`src/rtl/core/fapat_pkg.sv`:
```
// fapat_pkg: widths, gains, register indexes and the saturating helpers
// shared by the four-axis pid controller, datapath and top level
// no dependencies

package fapat_pkg;

    localparam int DATA_WIDTH = 32;
    localparam int FRAC_BITS  = 16;
    localparam int PROD_W     = 2 * DATA_WIDTH;
    localparam int NUM_AXES   = 4;
    localparam int AXIS_W     = $clog2(NUM_AXES);
    localparam int OUT_W      = 18;
    localparam int TS_W       = 17;
    localparam int RATE_W     = 31;
    localparam int THR_W      = 31;
    localparam int LIM_W      = 18;
    localparam int TILT_W     = 17;
    localparam int CFG_DATA_W = 31;
    localparam int CFG_IDX_W  = 4;

    typedef logic signed [DATA_WIDTH-1:0] word_t;
    typedef logic signed [PROD_W-1:0]     prod_t;
    typedef logic [AXIS_W-1:0]            axis_t;

    localparam word_t WORD_MAX = {1'b0, {(DATA_WIDTH-1){1'b1}}};
    localparam word_t WORD_MIN = {1'b1, {(DATA_WIDTH-1){1'b0}}};

    // axis order: x drives roll, y pitch, heading yaw, z throttle
    localparam axis_t AXIS_X   = 2'd0;
    localparam axis_t AXIS_Y   = 2'd1;
    localparam axis_t AXIS_YAW = 2'd2;
    localparam axis_t AXIS_Z   = 2'd3;

    localparam logic [CFG_IDX_W-1:0] REG_TIME_STEP  = 4'd0;
    localparam logic [CFG_IDX_W-1:0] REG_STEP_RATE  = 4'd1;
    localparam logic [CFG_IDX_W-1:0] REG_INT_THR    = 4'd2;
    localparam logic [CFG_IDX_W-1:0] REG_YAW_GATE   = 4'd3;
    localparam logic [CFG_IDX_W-1:0] REG_THR_BIAS   = 4'd4;
    localparam logic [CFG_IDX_W-1:0] REG_TILT_LIMIT = 4'd5;
    localparam logic [CFG_IDX_W-1:0] REG_THR_MIN    = 4'd6;
    localparam logic [CFG_IDX_W-1:0] REG_THR_MAX    = 4'd7;

    // gains in q16.16, rounded to nearest
    localparam word_t KP_XY  = 32'sd19661;
    localparam word_t KI_XY  = 32'sd6554;
    localparam word_t KD_XY  = 32'sd39322;
    localparam word_t KP_YAW = 32'sd328;
    localparam word_t KI_YAW = 32'sd66;
    localparam word_t KD_YAW = 32'sd328;
    localparam word_t KP_Z   = 32'sd22938;
    localparam word_t KI_Z   = 32'sd6554;
    localparam word_t KD_Z   = 32'sd13107;

    // one multiply per op, issued in this order for each axis
    typedef enum logic [2:0] {
        OP_DIFF,
        OP_TS,
        OP_KP,
        OP_KI,
        OP_KD
    } op_t;

    typedef struct packed {
        logic  load_err;
        logic  mul_en;
        op_t   mul_op;
        axis_t mul_axis;
        logic  load_out;
    } cmd_t;

    function automatic word_t kp_gain(input axis_t ax);
        case (ax)
            AXIS_YAW: return KP_YAW;
            AXIS_Z:   return KP_Z;
            default:  return KP_XY;
        endcase
    endfunction

    function automatic word_t ki_gain(input axis_t ax);
        case (ax)
            AXIS_YAW: return KI_YAW;
            AXIS_Z:   return KI_Z;
            default:  return KI_XY;
        endcase
    endfunction

    function automatic word_t kd_gain(input axis_t ax);
        case (ax)
            AXIS_YAW: return KD_YAW;
            AXIS_Z:   return KD_Z;
            default:  return KD_XY;
        endcase
    endfunction

    function automatic word_t sat_wide(input logic signed [DATA_WIDTH:0] v);
        if (v[DATA_WIDTH] != v[DATA_WIDTH-1]) begin
            return v[DATA_WIDTH] ? WORD_MIN : WORD_MAX;
        end
        return v[DATA_WIDTH-1:0];
    endfunction

    function automatic word_t sat_add(input word_t a, input word_t b);
        logic signed [DATA_WIDTH:0] s;
        s = {a[DATA_WIDTH-1], a} + {b[DATA_WIDTH-1], b};
        return sat_wide(s);
    endfunction

    function automatic word_t sat_sub(input word_t a, input word_t b);
        logic signed [DATA_WIDTH:0] s;
        s = {a[DATA_WIDTH-1], a} - {b[DATA_WIDTH-1], b};
        return sat_wide(s);
    endfunction

    // floor of product / 2^frac, saturated to a word
    function automatic word_t sat_q(input prod_t p);
        logic [PROD_W-FRAC_BITS-DATA_WIDTH:0] top;
        top = p[PROD_W-1:FRAC_BITS+DATA_WIDTH-1];
        if ((&top) || !(|top)) begin
            return p[FRAC_BITS+DATA_WIDTH-1:FRAC_BITS];
        end
        return p[PROD_W-1] ? WORD_MIN : WORD_MAX;
    endfunction

    function automatic word_t clamp_word(input word_t v, input word_t lo, input word_t hi);
        word_t r;
        r = v;
        if (r < lo) r = lo;
        if (r > hi) r = hi;
        return r;
    endfunction

endpackage

```
`src/rtl/core/fapat_ctrl.sv`:
```
// fapat_ctrl: sequencer of the four-axis pid unit; walks five multiply ops
// per axis over the four axes and runs the input and output handshakes
// depends on fapat_pkg

module fapat_ctrl (
    input  logic            aclk,
    input  logic            aresetn,
    input  logic            s_valid,
    output logic            s_ready,
    output logic            m_valid,
    input  logic            m_ready,
    output fapat_pkg::cmd_t cmd
);

    typedef enum logic [1:0] {
        ST_IDLE,
        ST_RUN,
        ST_TAIL,
        ST_FIN
    } state_t;

    state_t            state_reg;
    fapat_pkg::op_t    phase_reg;
    fapat_pkg::axis_t  axis_reg;
    logic              m_valid_reg;
    logic              in_fire;

    assign s_ready = (state_reg == ST_IDLE);
    assign in_fire = s_valid && s_ready;
    assign m_valid = m_valid_reg;

    always_comb begin
        cmd.load_err = in_fire;
        cmd.mul_en   = (state_reg == ST_RUN);
        cmd.mul_op   = phase_reg;
        cmd.mul_axis = axis_reg;
        // result register is free or being drained this cycle
        cmd.load_out = (state_reg == ST_FIN) && (!m_valid_reg || m_ready);
    end

    always_ff @(posedge aclk) begin
        if (!aresetn) begin
            state_reg   <= ST_IDLE;
            phase_reg   <= fapat_pkg::OP_DIFF;
            axis_reg    <= '0;
            m_valid_reg <= 1'b0;
        end else begin
            if (cmd.load_out) begin
                m_valid_reg <= 1'b1;
            end else if (m_ready) begin
                m_valid_reg <= 1'b0;
            end
            case (state_reg)
                ST_IDLE: begin
                    if (in_fire) begin
                        state_reg <= ST_RUN;
                        phase_reg <= fapat_pkg::OP_DIFF;
                        axis_reg  <= '0;
                    end
                end
                ST_RUN: begin
                    case (phase_reg)
                        fapat_pkg::OP_DIFF: phase_reg <= fapat_pkg::OP_TS;
                        fapat_pkg::OP_TS:   phase_reg <= fapat_pkg::OP_KP;
                        fapat_pkg::OP_KP:   phase_reg <= fapat_pkg::OP_KI;
                        fapat_pkg::OP_KI:   phase_reg <= fapat_pkg::OP_KD;
                        fapat_pkg::OP_KD: begin
                            phase_reg <= fapat_pkg::OP_DIFF;
                            if (axis_reg == fapat_pkg::AXIS_W'(fapat_pkg::NUM_AXES - 1)) begin
                                state_reg <= ST_TAIL;
                            end else begin
                                axis_reg <= axis_reg + fapat_pkg::AXIS_W'(1);
                            end
                        end
                        default: phase_reg <= fapat_pkg::OP_DIFF;
                    endcase
                end
                // last product drains through the post stage
                ST_TAIL: state_reg <= ST_FIN;
                ST_FIN: begin
                    if (cmd.load_out) begin
                        state_reg <= ST_IDLE;
                    end
                end
                default: state_reg <= ST_IDLE;
            endcase
        end
    end

endmodule

```
`config.mk`:
```
export PLATFORM = sky130hd
export DESIGN_NAME = fapat_ctrl
export DESIGN_NICKNAME = d
export VERILOG_FILES = /design/src/rtl/core/fapat_pkg.sv /design/src/rtl/core/fapat_ctrl.sv
export SDC_FILE = /design/constraint.sdc
export NUM_CORES = 1
export LEC_CHECK = 0
export BUFFER_PORTS_ARGS = -buffer_cell sky130_fd_sc_hd__buf_2
export CAP_MARGIN = 15
export CORE_AREA = 2 2 39 41
export CTS_CLUSTER_SIZE = 25
export DETAILED_ROUTE_END_ITERATION = 8
export DIE_AREA = 0 0 41 43
export GPL_ROUTABILITY_DRIVEN = 0
export PLACE_DENSITY = 0.72
export RECOVER_POWER = 50
export SKIP_LAST_GASP = 1
export SLEW_MARGIN = 0
export SYNTH_ARGS = -nofsm -noshare
export SYNTH_HDL_FRONTEND = slang
export SYNTH_SLANG_ARGS = --single-unit
```
`constraint.sdc`:
```
create_clock -name aclk -period 1.4 [get_ports aclk]
set_input_delay 0.21 -clock aclk [delete_from_list [all_inputs] [get_ports aclk]]
set_output_delay 0.21 -clock aclk [all_outputs]
set_load 0.05 [all_outputs]
```
**After elaboration in Yosys (flattened, before gate mapping)**

Index checks and enable logic that the tools add are counted.

- Input bits: 4
- Register bits: 8

- Multiplexer cells: 14
- Reduce and logical (&&, ||, !) cells: 11
- $add $sub $neg: 1
- Equal/unequal tests: 13

Operator list:

| cell | count |
|---|---|
| 2-to-1 mux 2 bit | 7 |
| one-hot mux 3 bit (4 select lines) | 1 |
| one-hot mux 2 bit (4 select lines) | 1 |
| AND reduction 4 bit | 2 |
| equality test 2 bit (second input constant) | 3 |
| equality test 3 x 2 -> 1 bit (second input constant) | 2 |
| inequality test 2 x 1 -> 1 bit (second input constant) | 3 |
| one-hot mux 3 bit (2 select lines) | 1 |
| inequality test 2 bit (second input constant) | 2 |
| one-hot mux 2 bit (2 select lines) | 1 |
| nonzero test 2 bit | 2 |
| equality test 3 x 1 -> 1 bit (second input constant) | 1 |
| equality test 3 bit (second input constant) | 1 |
| logical NOT 3 bit | 1 |
| 2-to-1 mux 3 bit | 1 |
| adder 2 x 1 -> 2 bit (second input constant) | 1 |
| equality test 2 x 1 -> 1 bit (second input constant) | 1 |
| logical AND 1 bit | 2 |
| logical NOT 2 bit | 1 |
| 2-to-1 mux 1 bit | 2 |
| AND reduction 2 bit | 1 |
| logical NOT 1 bit | 1 |
| logical OR 1 bit | 1 |

**Logic depth before layout (Yosys ltp)**

- Depth after elaboration: 5
- Gate-level depth with buffers: 6

**Worst setup path before layout**

Ideal clock, no wire load.

- Kind: register to register
- From: register state_reg[0]
- To: register phase_reg[2]
- Period minus slack after synthesis: 1.639 ns
- Arrival time: 1.521 ns
- Cell stages (with the launch flop): 7
- Buffers on the path: 0
- Slack: -0.239 ns
- Cells stage by stage: dfxtp_1 > inv_1 > ha_1 > nand2b_1 > and3_1 > a32oi_1 > nor2b_1

- Cells in the longest elaborated chain, start to end: 4

Ends and longest elaborated chain:

| element | line | text |
|---|---|---|
| start, declared | fapat_ctrl.sv:22 | `state_t state_reg;` |
| start signal, assigned | fapat_ctrl.sv:43 | `state_reg <= ST_IDLE;` |
| start signal, assigned | fapat_ctrl.sv:56 | `state_reg <= ST_RUN;` |
| start signal, assigned | fapat_ctrl.sv:70 | `state_reg <= ST_TAIL;` |
| logical NOT 2 bit (*) | fapat_ctrl.sv:28 | `assign s_ready = (state_reg == ST_IDLE);` |
| via s_ready | fapat_ctrl.sv:9 | `output logic s_ready,` |
| logical AND 1 bit | fapat_ctrl.sv:29 | `assign in_fire = s_valid && s_ready;` |
| inequality test 2 x 1 -> 1 bit (no source line) | n/a |  |
| AND reduction 2 bit (no source line) | n/a |  |
| end signal, assigned | fapat_ctrl.sv:44 | `phase_reg <= fapat_pkg::OP_DIFF;` |
| end signal, assigned | fapat_ctrl.sv:57 | `phase_reg <= fapat_pkg::OP_DIFF;` |
| end signal, assigned | fapat_ctrl.sv:63 | `fapat_pkg::OP_DIFF: phase_reg <= fapat_pkg::OP_TS;` |
| end, declared | fapat_ctrl.sv:23 | `fapat_pkg::op_t phase_reg;` |

Mark *: on every way through the listed nets, which the timed path passes. The rest lies on a longest branch.
A chain may end at the register's enable or synchronous reset.

==> run_results.csv <==
group,metric,value,unit
yosys,synth_area_per_cell,9.18,µm²
route,drc_errors,0,
critical_path,startpoint_type,"register",
power_and_ir_drop,clkPwrFrac,0.147,
sta,whs,0.281,ns
critical_path,crit_required,1.19,ns
yosys,ys.flop_type,"dfxtp_1",
floorplanning,coreArea,1380,µm²
cts,cts_hold_buf,0,
power_and_ir_drop,power.total,1270,µW
global_routing,grt.overflow.total,0,
yosys,syn_inst,54,
yosys,yosys_warnings,0,
yosys,synth_compound_area_frac,0.154,
status,outcome,"completed",
layout,fin_area,638,µm²
cts,clkTransAtPathRegs,0.06,ns
sta,max_freq,728,MHz
sta,setup_viol,0,
critical_path,cp-end-kind,"output port",
cts,clockBufferDepth,2,
cts,cts_root_buf,"clkbuf_4",
sta,slew_headroom,0.773,
place,numPortBuffers,13,
cts,htreeDepth,1,
power_and_ir_drop,power_frac_seq,0.265,
cts,clock_latency,0.26,ns
layout,fin_nets,80,
route,post_drt_wl_per_cell,11.7,µm
sta,fin_crit_sh,0.981,
yosys,synth_xor_area_frac,0,
yosys,synth_edf_count,0,
yosys,synth_top_family_by_area,"simple AND/OR/NAND/NOR gates",
floorplanning,die_area,1760,µm²
sta,grt_setup_unrepaired,"true",
global_routing,grt_max_degree,13,
floorplanning,io_pins,14,
layout,diodes,0,
floorplanning,start_util,0.358,
yosys,synth_fa_ha_area_frac,0.152,
route,drtPass1Iterations,4,
global_routing,grt_pass1_vias,359,
cts,tritoncts,"yes",
yosys,synthArstFlopShare,0,
global_routing,antenna_found_initial,0,
yosys,synth_area,495,µm²
global_routing,grt_pass1_wl,1430,µm
critical_path,path_class,"reg -> out",
floorplanning,num_rows,14,
power_and_ir_drop,swShare,0.483,
cts,cts_buffers,3,
worst_hold_path,min_path_type,"in -> reg",
yosys,synthSimpleGateAreaFrac,0.217,
layout,layout-drive-gt1-share,0.426,
power_and_ir_drop,max-vdd-ir-drop,0.855,mV
route,routed_wl,983,µm
flow_run,maxCapViolations,0,
yosys,ys_seq_area_frac,0.323,
yosys,yosysUniqueCellTypes,21,
sta,skew,0.00212,ns
power_and_ir_drop,p_sw,614,µW
place,place_area,589,µm²
floorplanning,die_h,43,µm
sta,hold_viol,0,
global_routing,grt_usage,0.124,
yosys,ys_ff_latch,8,
sta,worst_pin_slew,0.337,ns
layout,fin_util,0.461,
cts,numClockSinks,8,
sta,period_needed,1.37,ns
power_and_ir_drop,p_per_area,1990,nW/µm²
floorplanning,die_w,41,µm
route,vias,413,
critical_path,cp.arrival,1.16,ns
sta,drv_slew,0,
route,viasPerCell,4.92,
route,detail-route-antenna-nets,0,
critical_path,path_max_fanout,7,
yosys,synth_fp_nets,64,
yosys,synth.area.mux_share,0.101,
sta,setup_tns,0,ns
layout,largest_register_ffs,3,
layout,syn_to_final_growth,28.8,%
power_and_ir_drop,combinationalPowerShare,0.588,
power_and_ir_drop,p_int,658,µW
layout,n_fill_cell,129,
power_and_ir_drop,leakage,0.000271,µW
route,drt-initial-drc-count,2,
area by class of cell:
cell class / count / area (µm²) / area share
inverters: 4 / 15.0 / 0.0235
flip-flops and latches: 8 / 168 / 0.263
well taps: 16 / 20.0 / 0.0314
clock buffers: 3 / 22.5 / 0.0353
multi-input cells: 40 / 329 / 0.516
repair buffers: 13 / 83.8 / 0.131
worst paths after layout:
kind	start	end	slack (ns)	depth (start not counted)
setup / recovery	state_reg[1]	cmd[7]	0.03	4
hold / removal	aresetn	m_valid	0.28	2
setup reg to reg	state_reg[1]	state_reg[0]	0.09	6
hold reg to reg	axis_reg[0]	axis_reg[0]	0.48	2
per-layer routing:
metal / up-vias / global-route usage / wire length [µm]
li1: 216 / - / -
met1: 178 / 0.158 / 491
met2: 17 / 0.169 / 426
met3: 2 / 0.0471 / 46
met4: 0 / 0.0800 / 18
met5: - / 0 / 0
power by group through the flow:
stage	Combinational [µW]	Sequential [µW]	Clock (µW)
final	747	337	187
after global routing	794	343	205
after CTS	740	333	190
after detailed placement	708	328	0
after global placement	701	324	0
after floorplan	545	387	0
cells in the mapped netlist, types with 2 or more instances:
library cell	instances	area (µm²)
dfxtp_1	8	160
nand2_1	7	26.3
ha_1	6	75.1
nor2b_1	6	37.5
mux2i_1	5	50.1
inv_1	3	11.3
nand2b_1	3	18.8
a32oi_1	2	17.5
o21ai_0	2	10.0
what timing repair did:
item / 4_1_cts / 5_1_grt
setup buffers: 0 / 0
gates resized for setup: 9 / 3
setup endpoints to repair: 6 / 6
cells in the final DEF, fill, tap and decap left out, types with 2 or more instances in the layout:
master    instances
o21ai_0           2
mux2i_1           5
clkbuf_2          6
nor2b_1           5
ha_2              2
a32oi_1           2
buf_2             4
inv_2             3
nand2b_1          3
dfxtp_1           4
ha_1              3
buf_6             3
dfxtp_2           3
nand2_1           7
clkbuf_4          3
worst max-delay path, stage by stage (launching register included):
cell,delay [ns]
dfxtp_2,0.37
inv_2,0.07
ha_4,0.18
and2_1,0.14
buf_6,0.15
logic make-up (layout without fill, tap and decap cells):
logic type / Yosys count / count (layout)
compound gates: 9 / 9
fa+ha+maj: 6 / 6
buf+inv: 6 / 20
flops: 8 / 8
mux: 5 / 5
simple gates: 20 / 20
metrics by stage:
step,setup WS [ns],instances
after global routing,-0.0102,84
after floorplan,-0.00850,54
final,0.0269,84
after CTS,-0.0109,84
after global placement,0.0434,81
after detailed placement,-0.0195,81
(Power assumes the default switching activity.)
